$ cat src/sv/dtqs_pkg.sv
`timescale 1ns / 1ps
// ----------------------------------------------------------------------------
// dtqs_pkg: shared types and constants for the deferred task queue scheduler
// operation codes, status codes and default store depths
// ----------------------------------------------------------------------------
package dtqs_pkg;

  localparam int READY_DEPTH_DEF    = 16;
  localparam int DEFERRED_DEPTH_DEF = 16;

  typedef enum logic [2:0] {
    OP_PUSH_READY = 3'd0,
    OP_PUSH_DEFER = 3'd1,
    OP_POP        = 3'd2,
    OP_REMOVE     = 3'd3,
    OP_TICK       = 3'd4
  } op_t;

  typedef enum logic [1:0] {
    ST_OK    = 2'd0,
    ST_EMPTY = 2'd1,
    ST_FULL  = 2'd2
  } status_t;

endpackage

$ cat src/sv/dtqs_match.sv
`timescale 1ns / 1ps
// ----------------------------------------------------------------------------
// dtqs_match: shared compare unit
// 32-bit id equality and elapsed-tick due test for one entry per cycle
// ----------------------------------------------------------------------------
module dtqs_match (
  input  logic [31:0] id_a,
  input  logic [31:0] id_b,
  input  logic [31:0] tick_now,
  input  logic [31:0] stamp,
  input  logic [19:0] delay,
  output logic        id_eq,
  output logic        due
);
  logic [31:0] elapsed;
  assign id_eq   = (id_a == id_b);
  assign elapsed = tick_now - stamp;
  assign due     = (elapsed >= {12'd0, delay});
endmodule

$ cat src/sv/deferred_task_queue_scheduler.sv
`timescale 1ns / 1ps
// ----------------------------------------------------------------------------
// deferred_task_queue_scheduler: ready fifo plus deferred list with promotion
// sequencer walks entries one per cycle through a shared compare unit
// ----------------------------------------------------------------------------
// Push and tick pass through S_EXEC and S_DONE while busy is high. Pop scans the
// deferred list, then takes the ready fifo head and closes up the fifo. On each
// promotion the entry moves, the list closes up one entry per cycle and the scan
// restarts at the head. Remove compares the ready entry and then the deferred
// entry at each position, one compare per cycle, and on a match closes up that
// store. The result word is on the out_ ports with out_valid for one cycle,
// right after busy falls; the receiver cannot stall it.
module deferred_task_queue_scheduler #(
  parameter int READY_DEPTH    = dtqs_pkg::READY_DEPTH_DEF,
  parameter int DEFERRED_DEPTH = dtqs_pkg::DEFERRED_DEPTH_DEF
) (
  input  logic        clk,
  input  logic        rst_n,
  input  logic        start,
  output logic        busy,
  input  logic [2:0]  in_operation,
  input  logic [31:0] in_task_handle,
  input  logic [19:0] in_delay_ticks,
  input  logic        in_express,
  input  logic [31:0] in_target_id,
  output logic        out_valid,
  output logic [1:0]  out_status,
  output logic [31:0] out_assigned_id,
  output logic [31:0] out_popped_handle
);
  localparam int RW = $clog2(READY_DEPTH);
  localparam int DW = $clog2(DEFERRED_DEPTH);
  localparam int RC = $clog2(READY_DEPTH + 1);
  localparam int DC = $clog2(DEFERRED_DEPTH + 1);
  localparam int MW = (RC > DC) ? RC : DC;

  typedef enum logic [7:0] {
    S_IDLE  = 8'b00000001,
    S_EXEC  = 8'b00000010,
    S_SCAN  = 8'b00000100,
    S_DSHFT = 8'b00001000,
    S_RSHFT = 8'b00010000,
    S_SRCH  = 8'b00100000,
    S_POPF  = 8'b01000000,
    S_DONE  = 8'b10000000
  } state_t;

  logic [31:0] r_ids [READY_DEPTH];
  logic [31:0] r_hnd [READY_DEPTH];
  logic [31:0] d_ids [DEFERRED_DEPTH];
  logic [31:0] d_hnd [DEFERRED_DEPTH];
  logic        d_exp [DEFERRED_DEPTH];
  logic [19:0] d_dly [DEFERRED_DEPTH];
  logic [31:0] d_stp [DEFERRED_DEPTH];

  state_t      state_r;
  logic [RC-1:0] rcnt_r;
  logic [DC-1:0] dcnt_r;
  logic [31:0] next_id_r, tick_r;
  logic [MW-1:0] k_r;
  logic        pop_mode_r; // remove vs pop after shift
  logic        side_r;     // search: ready entry first, then deferred entry
  logic [2:0]  op_r;
  logic [31:0] hnd_in_r, tgt_r;
  logic [19:0] dly_in_r;
  logic        exp_in_r;
  logic [1:0]  st_r;
  logic [31:0] aid_r, ph_r;
  logic        ov_r;

  logic [DW-1:0] dk;
  logic [RW-1:0] rk;
  logic [31:0]   cmp_id;
  logic          id_eq, due;
  logic          k_in_r, k_in_d, k_end;

  assign dk = k_r[DW-1:0];
  assign rk = k_r[RW-1:0];
  assign k_in_r = ({{(MW-RC){1'b0}}, rcnt_r} > k_r) && (k_r < MW'(READY_DEPTH));
  assign k_in_d = ({{(MW-DC){1'b0}}, dcnt_r} > k_r) && (k_r < MW'(DEFERRED_DEPTH));
  assign cmp_id = side_r ? d_ids[dk] : r_ids[rk];

  dtqs_match u_cmp (.id_a(cmp_id), .id_b(tgt_r), .tick_now(tick_r),
    .stamp(d_stp[dk]), .delay(d_dly[dk]), .id_eq(id_eq), .due(due));

  assign k_end = !k_in_r && !k_in_d;

  assign busy = (state_r != S_IDLE);
  assign out_valid = ov_r;
  assign out_status = st_r;
  assign out_assigned_id = aid_r;
  assign out_popped_handle = ph_r;

  always_ff @(posedge clk) begin
    if (!rst_n) begin
      state_r <= S_IDLE; rcnt_r <= '0; dcnt_r <= '0;
      next_id_r <= '0; tick_r <= '0; ov_r <= 1'b0;
    end else begin
      ov_r <= (state_r == S_DONE);
      case (state_r)
        S_IDLE: if (start) begin
          op_r <= in_operation; hnd_in_r <= in_task_handle;
          dly_in_r <= in_delay_ticks; exp_in_r <= in_express; tgt_r <= in_target_id;
          st_r <= dtqs_pkg::ST_OK; aid_r <= '0; ph_r <= '0; k_r <= '0;
          side_r <= 1'b0;
          state_r <= S_EXEC;
        end
        S_EXEC: begin
          state_r <= S_DONE;
          case (op_r)
            dtqs_pkg::OP_PUSH_READY: begin
              if (rcnt_r >= RC'(READY_DEPTH)) st_r <= dtqs_pkg::ST_FULL;
              else begin
                r_ids[rcnt_r[RW-1:0]] <= next_id_r;
                r_hnd[rcnt_r[RW-1:0]] <= hnd_in_r;
                rcnt_r <= rcnt_r + 1'b1; aid_r <= next_id_r;
                next_id_r <= next_id_r + 1'b1;
              end
            end
            dtqs_pkg::OP_PUSH_DEFER: begin
              if (dcnt_r >= DC'(DEFERRED_DEPTH)) st_r <= dtqs_pkg::ST_FULL;
              else begin
                d_ids[dcnt_r[DW-1:0]] <= next_id_r;
                d_hnd[dcnt_r[DW-1:0]] <= hnd_in_r;
                d_exp[dcnt_r[DW-1:0]] <= exp_in_r;
                d_dly[dcnt_r[DW-1:0]] <= dly_in_r;
                d_stp[dcnt_r[DW-1:0]] <= tick_r;
                dcnt_r <= dcnt_r + 1'b1; aid_r <= next_id_r;
                next_id_r <= next_id_r + 1'b1;
              end
            end
            dtqs_pkg::OP_POP: state_r <= S_SCAN;
            dtqs_pkg::OP_REMOVE: begin
              st_r <= dtqs_pkg::ST_EMPTY; state_r <= S_SRCH;
            end
            dtqs_pkg::OP_TICK: tick_r <= tick_r + 1'b1;
            default: ;
          endcase
        end
        S_SCAN: begin
          if (!k_in_d) begin
            state_r <= S_POPF;
          end else if (((rcnt_r == '0) && d_exp[dk] || due) &&
                       rcnt_r < RC'(READY_DEPTH)) begin
            r_ids[rcnt_r[RW-1:0]] <= d_ids[dk];
            r_hnd[rcnt_r[RW-1:0]] <= d_hnd[dk];
            rcnt_r <= rcnt_r + 1'b1;
            pop_mode_r <= 1'b1;
            state_r <= S_DSHFT;
          end else k_r <= k_r + 1'b1;
        end
        S_POPF: begin
          if (rcnt_r == '0) begin
            st_r <= dtqs_pkg::ST_EMPTY; state_r <= S_DONE;
          end else begin
            ph_r <= r_hnd[0]; k_r <= '0; pop_mode_r <= 1'b0;
            state_r <= S_RSHFT;
          end
        end
        S_SRCH: begin
          if (k_end) state_r <= S_DONE;
          else if (!side_r) begin
            if (k_in_r && id_eq) begin
              st_r <= dtqs_pkg::ST_OK; pop_mode_r <= 1'b0; state_r <= S_RSHFT;
            end else side_r <= 1'b1;
          end else begin
            if (k_in_d && id_eq) begin
              st_r <= dtqs_pkg::ST_OK; pop_mode_r <= 1'b0; state_r <= S_DSHFT;
            end else begin
              side_r <= 1'b0; k_r <= k_r + 1'b1;
            end
          end
        end
        S_DSHFT: begin
          // close the gap one entry per cycle
          if (k_r + 1'b1 < {{(MW-DC){1'b0}}, dcnt_r} &&
              k_r + 1'b1 < MW'(DEFERRED_DEPTH)) begin
            d_ids[dk] <= d_ids[DW'(k_r + 1'b1)];
            d_hnd[dk] <= d_hnd[DW'(k_r + 1'b1)];
            d_exp[dk] <= d_exp[DW'(k_r + 1'b1)];
            d_dly[dk] <= d_dly[DW'(k_r + 1'b1)];
            d_stp[dk] <= d_stp[DW'(k_r + 1'b1)];
            k_r <= k_r + 1'b1;
          end else begin
            dcnt_r <= dcnt_r - 1'b1;
            if (pop_mode_r) begin
              k_r <= '0; state_r <= S_SCAN; // rescan from start: order kept
            end else state_r <= S_DONE;
          end
        end
        S_RSHFT: begin
          if (k_r + 1'b1 < {{(MW-RC){1'b0}}, rcnt_r} &&
              k_r + 1'b1 < MW'(READY_DEPTH)) begin
            r_ids[rk] <= r_ids[RW'(k_r + 1'b1)];
            r_hnd[rk] <= r_hnd[RW'(k_r + 1'b1)];
            k_r <= k_r + 1'b1;
          end else begin
            rcnt_r <= rcnt_r - 1'b1; state_r <= S_DONE;
          end
        end
        S_DONE: begin
          state_r <= S_IDLE;
        end
        default: state_r <= S_IDLE;
      endcase
    end
  end
endmodule

$ cat config.mk
export PLATFORM = sky130hd
export DESIGN_NAME = deferred_task_queue_scheduler
export DESIGN_NICKNAME = d
export VERILOG_FILES = /design/src/sv/dtqs_pkg.sv /design/src/sv/dtqs_match.sv /design/src/sv/deferred_task_queue_scheduler.sv
export SDC_FILE = /design/constraint.sdc
export NUM_CORES = 2
export LEC_CHECK = 0
export BUFFER_PORTS_ARGS = -buffer_cell sky130_fd_sc_hd__buf_4
export CAP_MARGIN = 20
export CORE_MARGIN = 4
export CORE_UTILIZATION = 40
export CTS_CLUSTER_DIAMETER = 120
export DETAILED_ROUTE_END_ITERATION = 8
export PLACE_DENSITY = 0.54
export REMOVE_ABC_BUFFERS = 1
export SETUP_SLACK_MARGIN = 0.2
export SLEW_MARGIN = 20
export SYNTH_ARGS = -nofsm -noshare
export SYNTH_HDL_FRONTEND = slang
export SYNTH_SLANG_ARGS = --single-unit
$ cat constraint.sdc
create_clock -name clk -period 19 [get_ports clk]
set_input_delay 1.9 -clock clk [delete_from_list [all_inputs] [get_ports clk]]
set_output_delay 1.9 -clock clk [all_outputs]
set_load 0.005 [all_outputs]
==> run summary <==
Leakage = 0.05118 µW
WL final = 435700 µm
Slew HR = 16.15%
Worst Hold Depth = 2
Share of cells above drive strength 1 = 32.51%
Final setup fails = 0
FF-to-FF setup slack = 9.09 ns
Met2 wire len = 209100 µm
M1 WL = 179900 µm
Via Count = 78730
Slowest cell on the critical path = dfxtp_4
Hold Path Sink = next_id_r[6]
Initial drt markers = 8930
DP Wirelength = 251700 µm
Final #Nets = 7711
Top_reg_cell synth = edfxtp_1
Most numerous cell on the critical path = buf_4
Async set-reset flop share out of synthesis = 0%
Highest Signal Layer = met5
Drt first pass iters = 6
# hold bufs at CTS = 0
Port bufs = 158
Antenna violations before repair = 18
Final TNS setup = 0 ns
Synth cell types = 83
PostCTS Resize Cnt = 0
Area Growth Syn to Fin = 13.09%
Pwr/cell area = 135.9 nW/µm²
Max rail drop VDD = 118.2 µV
Max Freq = 0.1009 GHz
Pins Over Slew Limit = 0
Post-CTS Setup Bufs = 0
CP bufs+invs = 6
Final clock skew = 0.06126 ns
Die outline width = 605.2 µm
WP data required = 19.60 ns
Wire per inst = 34.62 µm
CTS Root Cell = clkbuf_16
Status = completed
Post-Synthesis Cells = 7290
RSZ-0062 raised after global routing = false
Starting Density = 40.14%
Hold Path Class = register to register
Die area = 366200 µm²
Die height = 605.2 µm
DR DRC count = 0
Critical Path Source Type = register
Post-route cell area = 161300 µm²
Worst Path Arrival = 10.50 ns
Register-to-Register Path Depth = 27
Final ANT Viol Nets = 0
Worst skew pair latency = 0.96 ns
Avg Cell Area, Syn = 19.57 µm²
Clock sink count = 3144
CTS tree = done
Dpl cell area = 150100 µm²
Final Critical Period = 9.909 ns
Congestion Overflow GR = 0
Post-synth EDFFs = 3057
Std-Cell Rows = 219
I/O pin total = 159
Max-Cap Viols = 0
Vias in the first global route = 80490
CP Max Fanout = 45
CTS buffer count = 348
Overall power = 21920 µW
Clock-pin slew on the worst setup and hold paths = 0.06 ns
Worst hold margin = 0.4838 ns
Largest net degree at the start of global routing = 110
Fin crit share = 52.15%
Fill count = 29870
Syn Std Cell Area = 142600 µm²
DR WL met3 = 34740 µm
Worst Tran Pin Value = 1.258 ns
Min-delay src = next_id_r[6]
Core Box Area = 355400 µm²
CP top delay family = compound AO/OA/AOI/OAI gates
Post-route insts no fill = 12590
Clock Path Buffers = 4
CTS H-tree depth = 5
Yosys warning total = 0
Multi-input gate area = 47220 µm²
GPL Wtd Cong = 0.8650
Vias per cell = 6.255
Register area = 93550 µm²
Sequential fraction of the synthesis area = 65.58%
First-pass GRT wire length = 618800 µm
DP Cell Count = 11940
Final hold vios = 0
Slowest Stage Delay on Critical Path = 0.84 ns
GRT Total Usage = 23.53%
Crit end category = register
RR Endpoint = r_ids[15][11]
Crit path kind = register to register
Post-synthesis register bit count = 3144
## layer usage
layer / vias up / track usage (%)
li1: 31280 / -
met4: 4 / 6.013
met3: 654 / 4.208
met2: 3725 / 37.83
met5: - / 0
met1: 43070 / 33.40
## worst max path at each step
stage	startpoint	end	depth (start not counted)
2_1_floorplan	k_r[0]	d_dly[1][0]	10
3_3_place_gp	register	r_hnd[0][31]	26
3_5_place_dp	register	r_ids[5][21]	27
4_1_cts	register	r_ids[4][21]	27
5_1_grt	register	r_ids[10][11]	27
6_report	register	r_ids[15][11]	27
## power breakdown
group          switching (µW)  total (µW)  internal, µW  leakage [µW]
clock network            2850        6640          3790       0.00543
logic                    4030        7400          3360        0.0172
registers                 143        7890          7740        0.0286
## stage by stage
stage / utilization (%) / setup slack [ns]
5_1_grt: 45.39 / 8.710
6_report: 45.39 / 9.092
4_1_cts: 45.36 / 9.006
3_5_place_dp: 42.23 / 9.072
3_3_place_gp: 42.20 / 9.038
2_1_floorplan: - / -36.40
## Yosys cell counts (all sizes together) (34+ instances only)
| master | instances | area [µm²] |
|---|---|---|
| edfxtp | 3057 | 91800 |
| mux4 | 1527 | 34390 |
| nand2 | 634 | 2392 |
| clkbuf | 300 | 1126 |
| nor2 | 218 | 823.3 |
| buf | 183 | 870.8 |
| mux2i | 153 | 1531 |
| a21oi | 118 | 590.6 |
| o21ai | 115 | 586.8 |
| inv | 91 | 341.6 |
| dfxtp | 87 | 1742 |
| ha | 81 | 1013 |
| and2 | 70 | 437.9 |
| xor2 | 68 | 595.6 |
| xnor2 | 56 | 490.5 |
| nor3 | 47 | 240.2 |
| nand3 | 46 | 230.2 |
| a31oi | 41 | 256.5 |
| and3 | 34 | 212.7 |
## cell usage in the layout, fill, tap and decap left out, types with 10 or more instances in the layout
master,n
a21oi_1,114
nand3_1,46
mux2_2,33
clkbuf_16,352
and3_1,33
nor2_1,182
buf_12,19
inv_1,87
mux4_2,1527
o21a_1,15
and2_1,70
buf_4,357
xor2_1,68
a22oi_1,15
clkinvlp_4,12
nor2_4,33
ha_1,80
nor3_1,44
clkinv_2,68
a211oi_1,15
a31oi_2,13
nor2b_1,14
edfxtp_1,3057
or3_1,22
o21ai_0,76
o22ai_1,27
clkbuf_1,65
xnor2_1,54
clkinv_1,80
dfxtp_1,83
o21ai_1,34
nand4_1,25
o211ai_1,12
inv_6,10
bufinv_16,25
a221oi_1,14
a31oi_1,28
nand2_1,629
a21o_1,21
mux2i_1,152
## area by class of cell
cell class,instances,area share (%)
Sequential cell,3144,57.99
Inverter,92,0.2210
Clock buffer,425,5.680
Antenna cell,7,0.01086
Clock inverter,217,1.215
Tap cell,4751,3.685
Multi-Input combinational cell,3571,29.27
Timing Repair Buffer,379,1.926
## sequential cells by signal (all words and copies together) (netlist names), 5 cells and up, named ones only
| signal | count |
|---|---|
| d_dly | 320 |
| d_exp | 16 |
| d_hnd | 512 |
| d_ids | 512 |
| d_stp | 512 |
| dcnt_r | 5 |
| dly_in_r | 20 |
| hnd_in_r | 32 |
| k_r | 5 |
| next_id_r | 32 |
| out_assigned_id | 32 |
| out_popped_handle | 32 |
| r_hnd | 512 |
| r_ids | 512 |
| rcnt_r | 5 |
| state_r | 8 |
| tgt_r | 32 |
| tick_r | 32 |
## kinds of logic after synthesis
| logic type | synth area share, % |
|---|---|
| DFF | 65.58 |
| muxes | 25.44 |
| and+or+nand+nor | 3.609 |
| buffers and inverters | 1.642 |
| AOI/OAI and AO/OA | 2.216 |
| xor gates and xnor gates | 0.7614 |
| adders and majority gates | 0.7526 |
## worst register-to-register path, stage by stage, from the launching register on
cell and delay [ns]:
dfxtp_4 0.84, buf_4 0.79, buf_4 0.73, mux4_2 0.42, mux4_2 0.49, inv_1 0.14, ha_1 0.31, and4_1 0.24
a32oi_1 0.36, and2_1 0.22, and2_1 0.17, o21ai_0 0.19, a21o_1 0.23, a21oi_1 0.16, xnor2_1 0.16, ha_1 0.30
a21oi_1 0.29, o211a_1 0.21, o221ai_1 0.19, a221o_1 0.37, a211oi_1 0.17, o2111ai_1 0.14, buf_4 0.21, o311ai_4 0.22
buf_4 0.38, buf_4 0.59, a21oi_1 0.20, a21oi_1 0.84
Note: power is estimated with default switching activity, not from simulation.
